--- src/rtl/core/bsl_pkg.sv ---
package bsl_pkg;

    // Number of record slots in the list
    localparam int SLOTS = 16;
    localparam int IDX_W = $clog2(SLOTS);
    localparam int CNT_W = $clog2(SLOTS + 1);
    // Width used when comparing counts against the 5-bit fields
    localparam int CMP_W = (CNT_W > 5) ? CNT_W : 5;

    // Fixed field widths
    localparam int CAP_W  = 5;
    localparam int REQ_W  = 3;
    localparam int POS_W  = 5;
    localparam int ECNT_W = 5;
    localparam int SLOT_W = 4;

    localparam logic [CAP_W-1:0] CAP_RESET = 5'd16;

    typedef enum logic [REQ_W-1:0] {
        REQ_FRONT  = 3'd0,
        REQ_AT     = 3'd1,
        REQ_BACK   = 3'd2,
        REQ_REMOVE = 3'd3,
        REQ_DUMP   = 3'd4
    } req_code_t;

    typedef enum logic [1:0] {
        ST_OK    = 2'd0,
        ST_FULL  = 2'd1,
        ST_EMPTY = 2'd2
    } status_t;

    // One process record
    typedef struct packed {
        logic [15:0] pid;
        logic [15:0] run_time;
        logic [7:0]  prio;
        logic [31:0] sec;
        logic [19:0] usec;
    } rec_t;

    // Broadcast control from the list controller to every cell
    typedef struct packed {
        logic             ins;
        logic             rem;
        logic [IDX_W-1:0] idx;
        logic [CNT_W-1:0] held;
    } cell_ctrl_t;

endpackage

--- src/rtl/core/bsl_if.sv ---
// Request channel
interface bsl_req_if;
    logic        valid;
    logic        ready;
    logic [2:0]  req_type;
    logic [4:0]  position;
    logic [15:0] new_pid;
    logic [15:0] new_run_time;
    logic [7:0]  new_priority;
    logic [31:0] new_created_sec;
    logic [19:0] new_created_usec;

    modport source (output valid, req_type, position, new_pid, new_run_time,
                    new_priority, new_created_sec, new_created_usec,
                    input ready);
    modport sink (input valid, req_type, position, new_pid, new_run_time,
                  new_priority, new_created_sec, new_created_usec,
                  output ready);
endinterface

// Response channel
interface bsl_rsp_if;
    logic        valid;
    logic        ready;
    logic [1:0]  status;
    logic [4:0]  entry_count;
    logic [3:0]  slot;
    logic [15:0] slot_pid;
    logic [15:0] slot_run_time;
    logic [7:0]  slot_priority;
    logic [31:0] slot_created_sec;
    logic [19:0] slot_created_usec;
    logic        last;

    modport source (output valid, status, entry_count, slot, slot_pid, slot_run_time,
                    slot_priority, slot_created_sec, slot_created_usec, last,
                    input ready);
    modport sink (input valid, status, entry_count, slot, slot_pid, slot_run_time,
                  slot_priority, slot_created_sec, slot_created_usec, last,
                  output ready);
endinterface

// Capacity write channel
interface bsl_cfg_if;
    logic       valid;
    logic       ready;
    logic [4:0] data;

    modport source (output valid, data, input ready);
    modport sink (input valid, data, output ready);
endinterface

--- src/rtl/core/bsl_cell.sv ---
module bsl_cell (
    input  logic                      clk,
    input  logic                      rst_n,
    input  logic [bsl_pkg::IDX_W-1:0] my_idx,
    input  bsl_pkg::cell_ctrl_t       ctrl,
    input  bsl_pkg::rec_t             left,
    input  bsl_pkg::rec_t             new_rec,
    output bsl_pkg::rec_t             rec
);

    bsl_pkg::rec_t              rec_reg;
    bsl_pkg::rec_t              rec_next;
    logic [bsl_pkg::CNT_W-1:0]  my_pos;

    assign my_pos = bsl_pkg::CNT_W'(my_idx);

    // Pick new record, left neighbor, clear, or hold
    always_comb
    begin
        rec_next = rec_reg;
        if (ctrl.ins && my_idx == ctrl.idx)
        begin
            rec_next = new_rec;
        end
        else if (ctrl.ins && my_idx > ctrl.idx && my_pos <= ctrl.held)
        begin
            rec_next = left;
        end
        else if (ctrl.rem && my_pos == ctrl.held - bsl_pkg::CNT_W'(1))
        begin
            rec_next = '0;
        end
    end

    always_ff @(posedge clk or negedge rst_n)
    begin
        if (!rst_n)
        begin
            rec_reg <= '0;
        end
        else
        begin
            rec_reg <= rec_next;
        end
    end

    assign rec = rec_reg;

endmodule

--- src/rtl/core/bounded_shift_list.sv ---
// Bounded ordered list of process records built as a row of cells.
// Channels: req carries one request transaction (insert front, insert at
// a one-based position, insert back, remove last, dump); rsp returns the
// result transactions; cfg writes the capacity register (always ready).
// Insert and remove: every cell loads from its left neighbor or the new
// record, or holds, and remove clears the last held slot; the single
// result is registered and shows on rsp in the cycle after the request
// is taken. Such requests can be taken every cycle while rsp keeps up.
// Dump: the request is taken, then one result per slot 0..capacity-1 is
// loaded into the output register, one per cycle while rsp keeps up, read
// from the cells by a slot counter; req is held off until the final
// result is loaded.
// When rsp stalls, the output register holds its transaction and req is
// held off; no result is lost.
// Reset clears every slot, the record count and the output valid, and
// sets the capacity to 16. Capacity 0 acts as 1, above the slot count
// as the slot count.
module bounded_shift_list (
    input  logic      clk,
    input  logic      rst_n,
    bsl_cfg_if.sink   cfg,
    bsl_req_if.sink   req,
    bsl_rsp_if.source rsp
);

    localparam int IDX_W = bsl_pkg::IDX_W;
    localparam int CNT_W = bsl_pkg::CNT_W;
    localparam int CMP_W = bsl_pkg::CMP_W;

    logic [bsl_pkg::CAP_W-1:0] cap_reg;
    logic [CNT_W-1:0]          held_reg, held_next;
    logic                      dump_reg, dump_next;
    logic [IDX_W-1:0]          cnt_reg, cnt_next;
    logic                      ov_reg, ov_next;

    bsl_pkg::status_t          st_reg, st_next;
    logic [bsl_pkg::ECNT_W-1:0] ecnt_reg, ecnt_next;
    logic [bsl_pkg::SLOT_W-1:0] slot_reg, slot_next;
    bsl_pkg::rec_t             orec_reg, orec_next;
    logic                      last_reg, last_next;

    logic [CMP_W-1:0]          cap_ext, pos_c, held_p1;
    logic [CNT_W-1:0]          eff_cap;
    logic                      full, empty, accept, out_free, load;
    bsl_pkg::cell_ctrl_t       ctrl;
    bsl_pkg::rec_t             new_rec;
    bsl_pkg::rec_t             rec_q [bsl_pkg::SLOTS];
    bsl_pkg::req_code_t        code;

    // Effective capacity and list status
    always_comb
    begin
        cap_ext = CMP_W'(cap_reg);
        if (cap_ext == '0)
        begin
            eff_cap = CNT_W'(1);
        end
        else if (cap_ext > CMP_W'(bsl_pkg::SLOTS))
        begin
            eff_cap = CNT_W'(bsl_pkg::SLOTS);
        end
        else
        begin
            eff_cap = CNT_W'(cap_ext);
        end
    end

    assign full  = held_reg >= eff_cap;
    assign empty = held_reg == '0;

    // Handshakes
    assign cfg.ready = 1'b1;
    assign out_free  = !ov_reg || rsp.ready;
    assign req.ready = !dump_reg && out_free;
    assign accept    = req.valid && req.ready;
    assign code      = bsl_pkg::req_code_t'(req.req_type);

    assign new_rec.pid      = req.new_pid;
    assign new_rec.run_time = req.new_run_time;
    assign new_rec.prio     = req.new_priority;
    assign new_rec.sec      = req.new_created_sec;
    assign new_rec.usec     = req.new_created_usec;

    // Clamped insert position
    always_comb
    begin
        held_p1 = CMP_W'(held_reg) + CMP_W'(1);
        pos_c   = CMP_W'(req.position);
        if (pos_c == '0)
        begin
            pos_c = CMP_W'(1);
        end
        if (pos_c > held_p1)
        begin
            pos_c = held_p1;
        end
    end

    // Request decode and result formation
    always_comb
    begin
        ctrl       = '0;
        ctrl.held  = held_reg;
        held_next  = held_reg;
        dump_next  = dump_reg;
        cnt_next   = cnt_reg;
        load       = 1'b0;
        st_next    = bsl_pkg::ST_OK;
        orec_next  = '0;
        slot_next  = '0;
        last_next  = 1'b1;
        if (accept)
        begin
            unique case (code) inside
                bsl_pkg::REQ_FRONT, bsl_pkg::REQ_AT, bsl_pkg::REQ_BACK:
                begin
                    load = 1'b1;
                    if (full)
                    begin
                        st_next = bsl_pkg::ST_FULL;
                    end
                    else
                    begin
                        ctrl.ins  = 1'b1;
                        held_next = held_reg + CNT_W'(1);
                        if (code == bsl_pkg::REQ_FRONT)
                        begin
                            ctrl.idx = '0;
                        end
                        else if (code == bsl_pkg::REQ_BACK)
                        begin
                            ctrl.idx = IDX_W'(held_reg);
                        end
                        else
                        begin
                            ctrl.idx = IDX_W'(pos_c - CMP_W'(1));
                        end
                    end
                end
                bsl_pkg::REQ_REMOVE:
                begin
                    load = 1'b1;
                    if (empty)
                    begin
                        st_next = bsl_pkg::ST_EMPTY;
                    end
                    else
                    begin
                        ctrl.rem  = 1'b1;
                        held_next = held_reg - CNT_W'(1);
                    end
                end
                bsl_pkg::REQ_DUMP:
                begin
                    dump_next = 1'b1;
                    cnt_next  = '0;
                end
                default:
                begin
                    load = 1'b1;
                end
            endcase
        end
        else if (dump_reg && out_free)
        begin
            // Stream one slot per cycle while the output register is free
            load      = 1'b1;
            orec_next = rec_q[cnt_reg];
            slot_next = bsl_pkg::SLOT_W'(cnt_reg);
            last_next = (CNT_W'(cnt_reg) + CNT_W'(1)) == eff_cap;
            cnt_next  = cnt_reg + IDX_W'(1);
            if (last_next)
            begin
                dump_next = 1'b0;
            end
        end
        ecnt_next = bsl_pkg::ECNT_W'(held_next);
        ov_next   = load ? 1'b1 : (rsp.ready ? 1'b0 : ov_reg);
    end

    // Row of record cells
    for (genvar i = 0; i < bsl_pkg::SLOTS; i++)
    begin : g_cell
        bsl_pkg::rec_t left;
        if (i == 0)
        begin : g_first
            assign left = '0;
        end
        else
        begin : g_rest
            assign left = rec_q[i-1];
        end
        bsl_cell u_cell (
            .clk     (clk),
            .rst_n   (rst_n),
            .my_idx  (IDX_W'(i)),
            .ctrl    (ctrl),
            .left    (left),
            .new_rec (new_rec),
            .rec     (rec_q[i])
        );
    end

    // Control registers
    always_ff @(posedge clk or negedge rst_n)
    begin
        if (!rst_n)
        begin
            cap_reg  <= bsl_pkg::CAP_RESET;
            held_reg <= '0;
            dump_reg <= 1'b0;
            cnt_reg  <= '0;
            ov_reg   <= 1'b0;
        end
        else
        begin
            if (cfg.valid)
            begin
                cap_reg <= cfg.data;
            end
            held_reg <= held_next;
            dump_reg <= dump_next;
            cnt_reg  <= cnt_next;
            ov_reg   <= ov_next;
        end
    end

    // Output payload register
    always_ff @(posedge clk)
    begin
        if (load)
        begin
            st_reg   <= st_next;
            ecnt_reg <= ecnt_next;
            slot_reg <= slot_next;
            orec_reg <= orec_next;
            last_reg <= last_next;
        end
    end

    assign rsp.valid             = ov_reg;
    assign rsp.status            = st_reg;
    assign rsp.entry_count       = ecnt_reg;
    assign rsp.slot              = slot_reg;
    assign rsp.slot_pid          = orec_reg.pid;
    assign rsp.slot_run_time     = orec_reg.run_time;
    assign rsp.slot_priority     = orec_reg.prio;
    assign rsp.slot_created_sec  = orec_reg.sec;
    assign rsp.slot_created_usec = orec_reg.usec;
    assign rsp.last              = last_reg;

    // Assertions
    a_no_req_in_dump: assert property (@(posedge clk) disable iff (!rst_n)
        dump_reg |-> !req.ready)
        else $error("request taken during dump");

    a_held_bound: assert property (@(posedge clk) disable iff (!rst_n)
        held_reg <= CNT_W'(bsl_pkg::SLOTS))
        else $error("record count above slot count");

    a_insert_count: assert property (@(posedge clk) disable iff (!rst_n)
        (accept && !full && (code == bsl_pkg::REQ_FRONT || code == bsl_pkg::REQ_AT
         || code == bsl_pkg::REQ_BACK))
        |=> held_reg == $past(held_reg) + CNT_W'(1))
        else $error("insert did not grow the list");

    a_remove_count: assert property (@(posedge clk) disable iff (!rst_n)
        (accept && !empty && code == bsl_pkg::REQ_REMOVE)
        |=> held_reg == $past(held_reg) - CNT_W'(1))
        else $error("remove did not shrink the list");

endmodule

--- src/flat_wrapper.sv ---
// flat-port wrapper written by rule: the top's interface ports become plain ports
module bounded_shift_list_flat 
  (clk, rst_n, cfg_valid, cfg_data, cfg_ready, req_valid, req_req_type, req_position, req_new_pid, req_new_run_time, req_new_priority, req_new_created_sec, req_new_created_usec, req_ready, rsp_valid, rsp_status, rsp_entry_count, rsp_slot, rsp_slot_pid, rsp_slot_run_time, rsp_slot_priority, rsp_slot_created_sec, rsp_slot_created_usec, rsp_last, rsp_ready);
  bsl_cfg_if cfg_i ();
  bsl_req_if req_i ();
  bsl_rsp_if rsp_i ();
  input  logic clk;
  input  logic rst_n;
  input wire logic [$bits(cfg_i.valid)-1:0] cfg_valid;
  input wire logic [$bits(cfg_i.data)-1:0] cfg_data;
  output wire logic [$bits(cfg_i.ready)-1:0] cfg_ready;
  input wire logic [$bits(req_i.valid)-1:0] req_valid;
  input wire logic [$bits(req_i.req_type)-1:0] req_req_type;
  input wire logic [$bits(req_i.position)-1:0] req_position;
  input wire logic [$bits(req_i.new_pid)-1:0] req_new_pid;
  input wire logic [$bits(req_i.new_run_time)-1:0] req_new_run_time;
  input wire logic [$bits(req_i.new_priority)-1:0] req_new_priority;
  input wire logic [$bits(req_i.new_created_sec)-1:0] req_new_created_sec;
  input wire logic [$bits(req_i.new_created_usec)-1:0] req_new_created_usec;
  output wire logic [$bits(req_i.ready)-1:0] req_ready;
  output wire logic [$bits(rsp_i.valid)-1:0] rsp_valid;
  output wire logic [$bits(rsp_i.status)-1:0] rsp_status;
  output wire logic [$bits(rsp_i.entry_count)-1:0] rsp_entry_count;
  output wire logic [$bits(rsp_i.slot)-1:0] rsp_slot;
  output wire logic [$bits(rsp_i.slot_pid)-1:0] rsp_slot_pid;
  output wire logic [$bits(rsp_i.slot_run_time)-1:0] rsp_slot_run_time;
  output wire logic [$bits(rsp_i.slot_priority)-1:0] rsp_slot_priority;
  output wire logic [$bits(rsp_i.slot_created_sec)-1:0] rsp_slot_created_sec;
  output wire logic [$bits(rsp_i.slot_created_usec)-1:0] rsp_slot_created_usec;
  output wire logic [$bits(rsp_i.last)-1:0] rsp_last;
  input wire logic [$bits(rsp_i.ready)-1:0] rsp_ready;
  assign cfg_i.valid = cfg_valid;
  assign cfg_i.data = cfg_data;
  assign cfg_ready = cfg_i.ready;
  assign req_i.valid = req_valid;
  assign req_i.req_type = req_req_type;
  assign req_i.position = req_position;
  assign req_i.new_pid = req_new_pid;
  assign req_i.new_run_time = req_new_run_time;
  assign req_i.new_priority = req_new_priority;
  assign req_i.new_created_sec = req_new_created_sec;
  assign req_i.new_created_usec = req_new_created_usec;
  assign req_ready = req_i.ready;
  assign rsp_valid = rsp_i.valid;
  assign rsp_status = rsp_i.status;
  assign rsp_entry_count = rsp_i.entry_count;
  assign rsp_slot = rsp_i.slot;
  assign rsp_slot_pid = rsp_i.slot_pid;
  assign rsp_slot_run_time = rsp_i.slot_run_time;
  assign rsp_slot_priority = rsp_i.slot_priority;
  assign rsp_slot_created_sec = rsp_i.slot_created_sec;
  assign rsp_slot_created_usec = rsp_i.slot_created_usec;
  assign rsp_last = rsp_i.last;
  assign rsp_i.ready = rsp_ready;
  bounded_shift_list u_core (.clk(clk), .rst_n(rst_n), .cfg(cfg_i), .req(req_i), .rsp(rsp_i));
endmodule
--- config.mk ---
export PLATFORM = sky130hd
export DESIGN_NAME = bounded_shift_list_flat
export DESIGN_NICKNAME = d
export VERILOG_FILES = /design/src/rtl/core/bsl_pkg.sv /design/src/rtl/core/bsl_if.sv /design/src/rtl/core/bsl_cell.sv /design/src/rtl/core/bounded_shift_list.sv /design/src/flat_wrapper.sv
export SDC_FILE = /design/constraint.sdc
export NUM_CORES = 2
export LEC_CHECK = 0
export BUFFER_PORTS_ARGS = -buffer_cell sky130_fd_sc_hd__buf_2
export CORE_UTILIZATION = 50
export CTS_CLUSTER_DIAMETER = 50
export DETAILED_ROUTE_END_ITERATION = 8
export PLACE_DENSITY = 0.66
export SKIP_LAST_GASP = 1
export SYNTH_ARGS = -nofsm -noshare
export SYNTH_HDL_FRONTEND = slang
export SYNTH_SLANG_ARGS = --single-unit
--- constraint.sdc ---
create_clock -name clk -period 18.63 [get_ports clk]
set_input_delay 3.726 -clock clk [delete_from_list [all_inputs] [get_ports clk]]
set_output_delay 3.726 -clock clk [all_outputs]
set_load 0.1 [all_outputs]
==> flow_summary.ini <==
[global_routing]
grtUsageMet3_pct = 9.86
track_usage_pct = 36.8
grt_use_met1_pct = 48.9
antenna_found_initial = 36
grt_pass1_wl_um = 444000
busiest_layer = met2
grt_use_met2_pct = 55.6
grt-ovfl-total = 0
grt_max_degree = 172
grt_pass1_vias = 63600

[cts]
cts_root_buf = clkbuf_16
postCtsSetupRepairBufs = 0
postCtsHoldBufs = 0
clk_path_buf_depth = 3
cts.htree.levels = 4
cts_resized = 0
tritoncts = yes
clk_latency_ns = 0.87
clk_pin_slew_worst_paths_ns = 0.06
clock_sinks = 1592
numCtsBuffers = 182

[routing]
wl_um = 302000
drtAntennaViolNets = 0
wl_per_cell_um = 36.1
drc_errors = 0
dr.pass1.iters = 8
drtIter0Drc = 9582
viasPerCell = 7.65
vias = 64100

[timing]
tightest_slew_ns = 1.30
finalMaxSlewViolations = 0
min_period_ns = 9.47
relSlewSlack_pct = 13.1
tns_ns = 0
setup_viol = 0
hold_viol_final = 0
rsz0062_at_grt = false
clock_skew_ns = 0.0419
period_share_pct = 50.9
timing.fmax_mhz = 106

[layout]
nNetsFinal = 6169
utilization_pct = 55.6
syn2layout_area_growth_pct = 10.3
final_cell_mix = dfrtp_1, a21o_1, a22o_1, a221o_1, mux4_2
final_common_cell = dfrtp_1
drive_above_1_share_pct = 19.3
instances_no_fill = 8377
largest_reg_flops = 1472

[setup_path]
crit_fanout = 52
critPathArrivalTime_ns = 10.24
required_ns = 19.40
reg2reg_slack_ns = 10.89
worstSetupEndpointType = register
cp-start-kind = input pin
timing_worst_setup_path_type = input pin to register

[yosys]
syn_inst = 6263
synth_cell_types = 79
synthArstFlopShare_pct = 93.5
synth.cell_area_mm2 = 0.0809
yosysSeqAreaShare_pct = 49.9
synth.avg_cell_area_um2 = 12.9
synth_edf_count = 104
synthFlopType = dfrtp_1
yosysWarnings = 0
ys_ff_latch = 1592
synth_nets = 6390

[job]
drv_cap = 0

[floorplan]
row_count = 147
core_mm2 = 0.161
die_area_mm2 = 0.163
die_x_um = 404
ios = 217
initial_core_util_pct = 50.4
die_h_um = 404

[place]
port_buffers = 215
place_congestion = 0.833
dp.final_hpwl_um = 148000
place_inst = 8018

[power]
p_leak_nw = 46.4
peakVddDrop_v = 0.000158
p_per_area_mw_per_mm2 = 156

[hold_path]
hp-class = register to register

[status]
status = completed
## cell usage after synthesis (all sizes together) (24+ instances only)
cell type,count,area (µm²)
edfxtp,104,3120
nor4,104,678
mux2i,97,971
a21oi,24,124
nand2,125,472
a21o,826,6200
a221o,552,5530
buf,351,1960
nor2,31,116
clkbuf,413,1550
and2,186,1160
nor3,223,1200
mux4,460,10400
a22o,825,7230
dfrtp,1487,37200
o21ai,27,158
inv,99,372
and3,194,1210
## cells by family after synthesis
logic type	count (synthesis)	share of synthesized area, %
AO/OA/AOI/OAI	2309	24.5
flip-flops	1592	49.9
AND/OR/NAND/NOR	907	6.37
buffers and inverters	863	4.79
multiplexers	561	14.1
adder cells (fa/ha/maj)	18	0.277
XOR/XNOR	12	0.130
other	1	0.00463
## critical path, cell delays in order
cell,delay (ns)
buf_2,0.14
nor4_1,0.32
nor2_1,0.16
ha_1,0.22
maj3_2,0.34
o21ai_2,0.20
nand2_1,0.13
nand2_1,0.07
o21ai_0,0.09
ha_1,0.30
nand2_2,0.07
o21ai_2,0.15
nor3_4,0.14
o21ai_4,0.09
buf_4,0.64
buf_4,0.99
nor3_4,0.04
buf_4,0.44
nor3_2,0.32
buf_4,0.41
buf_4,0.71
a221o_1,0.26
## path summary, 6_finish.rpt
kind	endpoint	from	cells after the start
worst max-delay path	u_core.g_cell[14].u_cell.rec[55]	req_position[1]	22
worst min-delay path	u_core.g_cell[4].u_cell.rec[69]	u_core.g_cell[4].u_cell.rec[69]	1
worst max register to register	u_core.g_cell[7].u_cell.rec[57]	u_core.held_reg[1]	20
worst min register to register	u_core.g_cell[4].u_cell.rec[69]	u_core.g_cell[4].u_cell.rec[69]	1
max in group asynchronous	u_core.g_cell[8].u_cell.rec[43]	rst_n	4
min in group asynchronous	u_core.g_cell[5].u_cell.rec[78]	rst_n	1
## routing by layer
metal	share of wire, %	routed length, µm
met5	0.050	151
met4	5.6	16900
met3	12	35600
met2	45	136000
met1	38	114000
## metrics by stage
step                      hold WS [ns]  area, µm²  worst slack [ns]  total power [mW]
final                            0.492      89300              9.16              13.9
after global routing             0.511      89300              9.00              14.4
after CTS                        0.491      89200              9.50              13.8
after detailed placement         0.476      82900              8.62              10.1
after global placement           0.471      82900              8.54              9.98
after floorplan                  0.458      80900              5.09              8.61
## final cells by class
type / instances / area, µm²
Tap cell: 2160 / 2700
Clock inverter: 84 / 1110
Multi-Input combinational cell: 3808 / 37100
Sequential cell: 1592 / 40400
Antenna cell: 20 / 50.0
Clock buffer: 255 / 5200
Inverter: 99 / 372
Timing Repair Buffer: 359 / 2360
Fill cell: 13100 / 71300
## power breakdown
group	switching, mW	leakage (nW)	internal, mW
Sequential	0.922	21.3	4.58
Clock	1.59	3.07	2.18
Combinational	2.74	22.0	1.90
Power figures use the tool's default switching activity.
